File: src/rtl/bbe_pkg.sv
// Shared types and constants of the bipartite buffer engine.
`timescale 1ns / 1ps
`default_nettype none

package bbe_pkg;

  // The byte store is split into eight byte-wide banks
  localparam int unsigned NumBanks = 8;
  localparam int unsigned BankW    = $clog2(NumBanks);

  // Command codes on the input channel
  localparam logic [1:0] CMD_OFFER = 2'd0;
  localparam logic [1:0] CMD_PEEK  = 2'd1;
  localparam logic [1:0] CMD_POLL  = 2'd2;

  // Classified operation handed from the front to the back
  typedef enum logic [1:0] {
    OP_OFFER,
    OP_PEEK,
    OP_POLL,
    OP_REFUSE
  } bbe_op_e;

  typedef struct packed {
    logic [1:0]  command;
    logic [3:0]  size;
    logic [63:0] payload;
  } bbe_in_t;

  typedef struct packed {
    logic        ok;
    logic [63:0] read_bytes;
    logic [8:0]  bytes_used;
    logic        is_empty;
  } bbe_out_t;

  typedef struct packed {
    bbe_op_e     op;
    logic [3:0]  size;
    logic [63:0] payload;
  } bbe_cmd_t;

endpackage

`default_nettype wire

File: src/rtl/bbe_front.sv
// Front end: accepts input transfers, classifies them and queues them for the back end.
`timescale 1ns / 1ps
`default_nettype none

module bbe_front import bbe_pkg::*; #(
  parameter int unsigned MAX_CHUNK = 8
) (
  input  logic     clk_i,
  input  logic     rst_ni,
  input  logic     in_valid_i,
  output logic     in_ready_o,
  input  bbe_in_t  in_data_i,
  output logic     q_valid_o,
  input  logic     q_ready_i,
  output bbe_cmd_t q_data_o
);

  bbe_cmd_t   slot_q [2];
  logic       wr_ptr_q;
  logic       rd_ptr_q;
  logic [1:0] count_q;
  bbe_cmd_t   cls;
  logic       push;
  logic       pop;

  // Classify: oversized chunks and unknown commands are refused up front
  always_comb begin
    cls.size    = in_data_i.size;
    cls.payload = in_data_i.payload;
    if (in_data_i.size > 4'(MAX_CHUNK)) begin
      cls.op = OP_REFUSE;
    end else begin
      case (in_data_i.command)
        CMD_OFFER: cls.op = OP_OFFER;
        CMD_PEEK:  cls.op = OP_PEEK;
        CMD_POLL:  cls.op = OP_POLL;
        default:   cls.op = OP_REFUSE;
      endcase
    end
  end

  // Two-entry queue toward the back end
  assign in_ready_o = (count_q != 2'd2);
  assign q_valid_o  = (count_q != 2'd0);
  assign q_data_o   = slot_q[rd_ptr_q];
  assign push       = in_valid_i && in_ready_o;
  assign pop        = q_valid_o && q_ready_i;

  always_ff @(posedge clk_i) begin
    if (push) begin
      slot_q[wr_ptr_q] <= cls;
    end
  end

  always_ff @(posedge clk_i or negedge rst_ni) begin
    if (!rst_ni) begin
      wr_ptr_q <= 1'b0;
      rd_ptr_q <= 1'b0;
      count_q  <= 2'd0;
    end else begin
      if (push) begin
        wr_ptr_q <= ~wr_ptr_q;
      end
      if (pop) begin
        rd_ptr_q <= ~rd_ptr_q;
      end
      if (push && !pop) begin
        count_q <= count_q + 2'd1;
      end else if (pop && !push) begin
        count_q <= count_q - 2'd1;
      end
    end
  end

endmodule

`default_nettype wire

File: src/rtl/bbe_back.sv
// Back end: region pointers, banked byte store and the output register.
`timescale 1ns / 1ps
`default_nettype none

module bbe_back import bbe_pkg::*; #(
  parameter int unsigned CAPACITY = 256
) (
  input  logic     clk_i,
  input  logic     rst_ni,
  input  logic     q_valid_i,
  output logic     q_ready_o,
  input  bbe_cmd_t q_data_i,
  output logic     out_valid_o,
  input  logic     out_ready_i,
  output bbe_out_t out_data_o
);

  localparam int unsigned PtrW = $clog2(CAPACITY + 1);
  localparam int unsigned Rows = (CAPACITY + NumBanks - 1) / NumBanks;
  localparam int unsigned RowW = (Rows > 1) ? $clog2(Rows) : 1;
  localparam logic [PtrW-1:0] CapPtr = PtrW'(CAPACITY);

  localparam logic ST_EXEC   = 1'b0;
  localparam logic ST_RESULT = 1'b1;

  logic            state_q;
  logic [PtrW-1:0] a_start_q, a_start_d;
  logic [PtrW-1:0] a_end_q, a_end_d;
  logic [PtrW-1:0] b_end_q, b_end_d;
  logic            b_act_q, b_act_d;
  logic            pend_ok_q;
  logic [BankW-1:0] pend_shift_q;
  logic [3:0]      pend_rsize_q;
  logic            out_valid_q;
  bbe_out_t        out_q;
  bbe_out_t        result;

  logic            take;
  logic [PtrW-1:0] sz;
  logic [PtrW-1:0] a_len;
  logic [PtrW-1:0] room_after, room_before, room;
  logic [PtrW-1:0] wr_base, poll_start;
  logic [PtrW-1:0] after_d, before_d;
  logic            exec_ok, rd_go, wr_go;
  logic [PtrW-1:0] mem_base, base_row;
  logic [BankW-1:0] base_lane;
  logic [PtrW:0]   used_sum;

  logic [NumBanks-1:0]           bank_we;
  logic [NumBanks-1:0][RowW-1:0] bank_row;
  logic [NumBanks-1:0][7:0]      bank_wdata;
  logic [NumBanks-1:0][7:0]      bank_rdata;

  // Take the next command only when the output register frees up
  assign q_ready_o = (state_q == ST_EXEC) && (!out_valid_q || out_ready_i);
  assign take      = q_ready_o && q_valid_i;

  // Region arithmetic on the current pointers
  assign sz          = PtrW'(q_data_i.size);
  assign a_len       = (a_end_q > a_start_q) ? a_end_q - a_start_q : '0;
  assign room_after  = (CapPtr > a_end_q) ? CapPtr - a_end_q : '0;
  assign room_before = (a_start_q > b_end_q) ? a_start_q - b_end_q : '0;
  assign room        = b_act_q ? room_before : room_after;
  assign wr_base     = b_act_q ? b_end_q : a_end_q;
  assign poll_start  = a_start_q + sz;

  // Execute one command: decide, then compute the next pointers
  always_comb begin
    exec_ok   = 1'b0;
    rd_go     = 1'b0;
    wr_go     = 1'b0;
    a_start_d = a_start_q;
    a_end_d   = a_end_q;
    b_end_d   = b_end_q;
    b_act_d   = b_act_q;
    case (q_data_i.op)
      OP_OFFER: begin
        if (room >= sz) begin
          exec_ok = 1'b1;
          wr_go   = 1'b1;
          if (b_act_q) begin
            b_end_d = wr_base + sz;
          end else begin
            a_end_d = wr_base + sz;
          end
        end
      end
      OP_PEEK, OP_POLL: begin
        if ((a_len != '0) && (sz <= a_len)) begin
          exec_ok = 1'b1;
          rd_go   = 1'b1;
          if (q_data_i.op == OP_POLL) begin
            a_start_d = poll_start;
            // Drained A: B becomes A, or A restarts at zero
            if (poll_start == a_end_q) begin
              a_start_d = '0;
              if (b_act_q) begin
                a_end_d = b_end_q;
                b_end_d = '0;
                b_act_d = 1'b0;
              end else begin
                a_end_d = '0;
              end
            end
          end
        end
      end
      default: ;
    endcase
    // Switch to B once the gap before A beats the room after A
    after_d  = (CapPtr > a_end_d) ? CapPtr - a_end_d : '0;
    before_d = (a_start_d > b_end_d) ? a_start_d - b_end_d : '0;
    if (exec_ok && (q_data_i.op != OP_PEEK) && (after_d < before_d)) begin
      b_act_d = 1'b1;
    end
  end

  // Bank addressing: lane b holds byte (b - base) mod 8 of the chunk
  assign mem_base  = (q_data_i.op == OP_OFFER) ? wr_base : a_start_q;
  assign base_lane = mem_base[BankW-1:0];
  assign base_row  = mem_base >> BankW;

  always_comb begin
    logic [BankW-1:0] off;
    logic [PtrW-1:0]  row_full;
    for (int b = 0; b < NumBanks; b++) begin
      off           = BankW'(b) - base_lane;
      row_full      = base_row + PtrW'(BankW'(b) < base_lane);
      bank_row[b]   = RowW'(row_full);
      bank_we[b]    = take && wr_go && (4'(off) < q_data_i.size);
      bank_wdata[b] = q_data_i.payload[8*off +: 8];
    end
  end

  // Byte store: one bank per byte lane, one access per bank per cycle
  for (genvar gb = 0; gb < NumBanks; gb++) begin : g_bank
    logic [7:0] store_q [Rows];
    logic [7:0] rd_q;
    always_ff @(posedge clk_i) begin
      if (bank_we[gb]) begin
        store_q[bank_row[gb]] <= bank_wdata[gb];
      end
      if (take && rd_go) begin
        rd_q <= store_q[bank_row[gb]];
      end
    end
    assign bank_rdata[gb] = rd_q;
  end

  // Result assembly from the registered bank data and updated pointers
  assign used_sum = {1'b0, a_len} + {1'b0, b_end_q};

  always_comb begin
    logic [BankW-1:0] lane;
    result.ok         = pend_ok_q;
    result.bytes_used = 9'(used_sum);
    result.is_empty   = (a_start_q == a_end_q);
    for (int k = 0; k < NumBanks; k++) begin
      lane = BankW'(k) + pend_shift_q;
      result.read_bytes[8*k +: 8] = (4'(k) < pend_rsize_q) ? bank_rdata[lane] : 8'h00;
    end
  end

  // Per-command payload registers
  always_ff @(posedge clk_i) begin
    if (take) begin
      pend_ok_q    <= exec_ok;
      pend_shift_q <= base_lane;
      pend_rsize_q <= rd_go ? q_data_i.size : 4'd0;
    end
    if (state_q == ST_RESULT) begin
      out_q <= result;
    end
  end

  // Control state and region pointers
  always_ff @(posedge clk_i or negedge rst_ni) begin
    if (!rst_ni) begin
      state_q     <= ST_EXEC;
      a_start_q   <= '0;
      a_end_q     <= '0;
      b_end_q     <= '0;
      b_act_q     <= 1'b0;
      out_valid_q <= 1'b0;
    end else begin
      case (state_q)
        ST_EXEC: begin
          if (take) begin
            state_q   <= ST_RESULT;
            a_start_q <= a_start_d;
            a_end_q   <= a_end_d;
            b_end_q   <= b_end_d;
            b_act_q   <= b_act_d;
          end
        end
        ST_RESULT: state_q <= ST_EXEC;
        default:   state_q <= ST_EXEC;
      endcase
      if (state_q == ST_RESULT) begin
        out_valid_q <= 1'b1;
      end else if (out_ready_i) begin
        out_valid_q <= 1'b0;
      end
    end
  end

  assign out_valid_o = out_valid_q;
  assign out_data_o  = out_q;

endmodule

`default_nettype wire

File: src/rtl/bipartite_buffer_engine.sv
// Top level of the bipartite buffer engine: front queue plus execution back end.
// Usage:
//   Input channel (in_valid_i / in_ready_o / in_data_i) carries one command per
//   transfer: offer (append up to eight bytes), peek or poll (read from the
//   start of region A). Output channel (out_valid_o / out_ready_i / out_data_o)
//   returns exactly one result per command, in order: ok, read bytes, bytes
//   held and the empty flag.
//   A command passes through a queue slot, the bank read registers and the
//   output register before its result is valid.
//   The back end takes no new command while in its result state, where the
//   registered bank read data is assembled.
//   A two-entry queue sits between front and back, so commands are taken while
//   a result waits in the output register.
//   Reset clears all region pointers and the queue; the store content is left
//   as is and is never read before it is written.
//   When the receiver stalls, the result holds in the output register, the
//   back end stops, and the queue fills and then drops in_ready_o.
`timescale 1ns / 1ps
`default_nettype none

module bipartite_buffer_engine import bbe_pkg::*; #(
  parameter int unsigned CAPACITY  = 256,
  parameter int unsigned MAX_CHUNK = 8
) (
  input  logic     clk_i,
  input  logic     rst_ni,
  input  logic     in_valid_i,
  output logic     in_ready_o,
  input  bbe_in_t  in_data_i,
  output logic     out_valid_o,
  input  logic     out_ready_i,
  output bbe_out_t out_data_o
);

  logic     q_valid;
  logic     q_ready;
  bbe_cmd_t q_data;

  bbe_front #(
    .MAX_CHUNK(MAX_CHUNK)
  ) u_front (
    .clk_i     (clk_i),
    .rst_ni    (rst_ni),
    .in_valid_i(in_valid_i),
    .in_ready_o(in_ready_o),
    .in_data_i (in_data_i),
    .q_valid_o (q_valid),
    .q_ready_i (q_ready),
    .q_data_o  (q_data)
  );

  bbe_back #(
    .CAPACITY(CAPACITY)
  ) u_back (
    .clk_i      (clk_i),
    .rst_ni     (rst_ni),
    .q_valid_i  (q_valid),
    .q_ready_o  (q_ready),
    .q_data_i   (q_data),
    .out_valid_o(out_valid_o),
    .out_ready_i(out_ready_i),
    .out_data_o (out_data_o)
  );

endmodule

`default_nettype wire

File: config.mk
export PLATFORM = sky130hd
export DESIGN_NAME = bipartite_buffer_engine
export DESIGN_NICKNAME = d
export VERILOG_FILES = /design/src/rtl/bbe_pkg.sv /design/src/rtl/bbe_front.sv /design/src/rtl/bbe_back.sv /design/src/rtl/bipartite_buffer_engine.sv
export SDC_FILE = /design/constraint.sdc
export NUM_CORES = 2
export LEC_CHECK = 0
export ABC_AREA = 1
export BUFFER_PORTS_ARGS = -buffer_cell sky130_fd_sc_hd__buf_2
export CORE_ASPECT_RATIO = 0.8
export CORE_UTILIZATION = 68
export DETAILED_ROUTE_END_ITERATION = 7
export PLACE_DENSITY = 0.85
export SETUP_SLACK_MARGIN = 0.3
export SYNTH_ARGS = -nofsm -noshare
export SYNTH_HDL_FRONTEND = slang
export SYNTH_HIERARCHICAL = 1
export SYNTH_SLANG_ARGS = --single-unit
File: constraint.sdc
create_clock -name clk_i -period 12.22 [get_ports clk_i]
set_input_delay 2.444 -clock clk_i [delete_from_list [all_inputs] [get_ports clk_i]]
set_output_delay 2.444 -clock clk_i [all_outputs]
set_load 0.05 [all_outputs]
==> run summary <==
EDFF count, synth: 2,335
Cell Area, Synth: 97,500 sq um
Final Setup Violations: 0
Startpoint Class: flop
Fill count: 7,904
Core ar.: 141,000 sq um
Top-area cell type share of the netlist area: 71.9%
Vias in the first global route: 62,400
Commonest non-fill, non-tap cell in the layout: edfxtp_1
Max-slew headroom: 16.1%
Post-synth top area cell: edfxtp_1
Post-synthesis sequential area ratio: 72.8%
Final HPWL DP: 167,000 microns
CP dominant cell by count: nand2_1
Final wirelength: 270,000 microns
FP Rows: 123
Worst path required time: 12,710 ps
Most frequent cells in the layout: 2,335 x edfxtp_1, 1,571 x nand2_1, 609 x a22oi_1
Worst reg-to-reg setup slack: 4420 ps
Final Cycle Share: 63.8%
Initial antenna violation count: 8
Hold EP: u_back/out_data_o[74]
Post-Syn Nets: 7,638
Maxcap violations: 0
Nets: 7,743
Register clock-pin slew on the reported worst setup and hold paths: 60 ps
Min-Delay Path Depth: 0
Initial DRC count: 11,600
GRT overflow: 0
Clock latency on the worst-skew pair: 880 ps
Post-Syn Instances: 7,456
Pin count of the biggest net entering global routing: 80
Number of I/O pins: 151
CTS tree: built
Root buffer cell: clkbuf_16
Yosys cell types: 75
Min-Delay Path Class: flop to flop
Post-synth ARST share: 1.44%
Endpoints failing hold: 0
Crit Path Max Fanout: 79
GPL Wtd Cong: 0.981
Type of the worst setup path: flop to flop
Die H: 341 microns
GR Util All Layers: 37.2%
Count of hold-fix buffers inserted at cts: 0
Placed inst area: 100,000 sq um
Fmax: 0.128 GHz
Hold Slack: 431 ps
Antenna Violating Nets Remaining: 0
Yosys warning count: 6
R2r worst-path depth: 19
Status: finished clean
DIE WIDTH: 425 microns
H-tree Lvls: 4
CTS Buf Count: 206
Worst Skew: 53.4 ps
Hold Path Origin: u_back/pend_ok_q
RSZ-0062 raised after global routing: false
Worst path cell trace: buf_4 > nand2_1 > nand2_1 > inv_1 > ha_1 > inv_2 > nand2_1 > nand2_2 > buf_4 > ha_1 > clkinv_1 > ha_1 > inv_1 > o21bai_1 > a21oi_1 > nor2_1 > nor2_1 > nand2_1 > nor2_1
Register area: 71,000 sq um
Critical Path AT: 8280 ps
Max stage delay cell, worst path: clkinv_1
DR DRC count: 0
Worst setup EP type: flop
CTS Buffer Depth: 3
Clock sinks: 2,369
PortBufs: 150
Initial Utilization: 69.0%
Postcts setup bufs: 0
Via density: 6.86
Top_reg_cell synth: edfxtp_1
Synth Register Bits: 2,369
Number of detailed-route iterations in the first pass: 7
Multi-input logic area: 24,000 sq um
Worst r2r src: u_front/rd_ptr_q
Max-slew violations: 0
R2r endpoint: u_back/g_bank[2].store_q[21][2]
Cells resized by post-CTS repair: 0
Post-layout min period: 7800 ps
Ranking of synthesized cells by area: edfxtp_1 72%, nand2_1 6.1%, a22oi_1 4.7%, nor2_1 1.9%, o21ai_0 1.7%
Post-route cell area: 107,000 sq um
Syn-to-layout area delta: 9.77%
Total negative slack: 0 ps
Average size of a mapped cell: 13.1 sq um
Slew @ Worst Pin: 1250 ps
Layout cells sized above 1: 10.1%
DR WL/cell: 28.1 microns
Die ar.: 145,000 sq um
Routed vias: 65,900
First-pass GRT wire length: 397,000 microns
Crit-path max cell delay: 890 ps
Yosys cell counts (19+ instances only):
cell type     n
inv_2        46
nand4_1      25
mux2i_1      35
a22o_1       78
clkbuf_1    277
nand2_1    1572
a22oi_1     609
dfrtp_1      34
buf_2        21
nor4_1       33
o22ai_1      42
o21ai_0     333
nor2_1      481
a31oi_1     227
nor3_1       62
nand3_1     127
o21a_1       40
buf_1        46
edfxtp_1   2335
xor2_1       26
a211oi_1     21
a221oi_1     82
ha_1        102
inv_1       341
a21oi_1     209
or2_2        19
worst max path at each step:
stage                                start                         endpoint  slack, ps  cells after the start
after floorplan                out_ready_i         u_back/g_bank[0].rd_q[0]       6050                      4
after global placement    u_front/rd_ptr_q  u_back/g_bank[2].store_q[28][2]       4810                     19
after detailed placement  u_front/rd_ptr_q   u_back/g_bank[5].store_q[8][6]       4620                     15
after CTS                 u_front/rd_ptr_q   u_back/g_bank[5].store_q[5][0]       4570                     15
after global routing      u_front/rd_ptr_q  u_back/g_bank[2].store_q[16][6]       3850                     19
final                     u_front/rd_ptr_q  u_back/g_bank[2].store_q[21][2]       4420                     19
area by class of cell:
| type | instances | area share [%] |
|---|---|---|
| flip-flops and latches | 2369 | 66.3 |
| repair buffers | 258 | 1.46 |
| multi-input cells | 4322 | 22.4 |
| inverters | 404 | 1.43 |
| well taps | 1875 | 2.19 |
| diodes | 5 | 0.0117 |
| clock inverters | 127 | 1.17 |
| clock buffers | 254 | 5.00 |
per-layer routing:
metal  vias up  track usage (%)  share of wire [%]  wire (microns)
li1      28000                -                  -               -
met2      5672             56.8                 46          124000
met4         8             14.8                4.3           11500
met5         -                0              0.021              57
met1     31500             52.3                 35           94900
met3       760             8.85                 15           39700
logic make-up (layout without fill, tap and decap cells):
logic type                 Yosys count  count (layout)  share of synthesized area, %
other                                0               5                             0
adders and majority gates          108             108                          1.43
buffers and inverters              765            1043                          3.09
and+or+nand+nor                   2390            2390                          9.95
xor gates and xnor gates            41              41                         0.405
DFF                               2369            2369                          72.8
muxes                               35              35                         0.359
AOI/OAI and AO/OA                 1748            1748                          12.0
metrics by stage:
| stage | utilization, % | setup WS, ps | cells |
|---|---|---|---|
| after floorplan | - | 6050 | 7456 |
| after global placement | 71.0 | 4810 | 9228 |
| after detailed placement | 71.0 | 4620 | 9228 |
| after CTS | 75.7 | 4570 | 9609 |
| after global routing | 75.7 | 3850 | 9610 |
| final | 75.7 | 4420 | 9614 |
registers in the layout, summed over array words and instances, names as in the netlist:
name                   count
u_back/b_end_q             9
u_back/g_bank.rd_q        64
u_front/count_q            2
u_back/b_act_q             1
u_back/out_data_o         75
u_back/a_start_q           9
u_front/wr_ptr_q           1
u_back/g_bank.store_q   2048
u_front/slot_q           140
u_back/out_valid_o         1
u_back/pend_shift_q        3
u_back/state_q             1
u_back/pend_ok_q           1
u_front/rd_ptr_q           1
u_back/pend_rsize_q        4
u_back/a_end_q             9
critical path: cells and delay by family (launching register included):
| kind | cells | cell delay, ps |
|---|---|---|
| flip-flops | 1 | 400 |
| AO/OA/AOI/OAI | 2 | 260 |
| adder cells (fa/ha/maj) | 3 | 1750 |
| buffers and inverters | 6 | 2530 |
| AND/OR/NAND/NOR | 8 | 2400 |
Power is not shown: default switching activity piles up to over one toggle a cycle in this logic, so the estimate is an artifact.
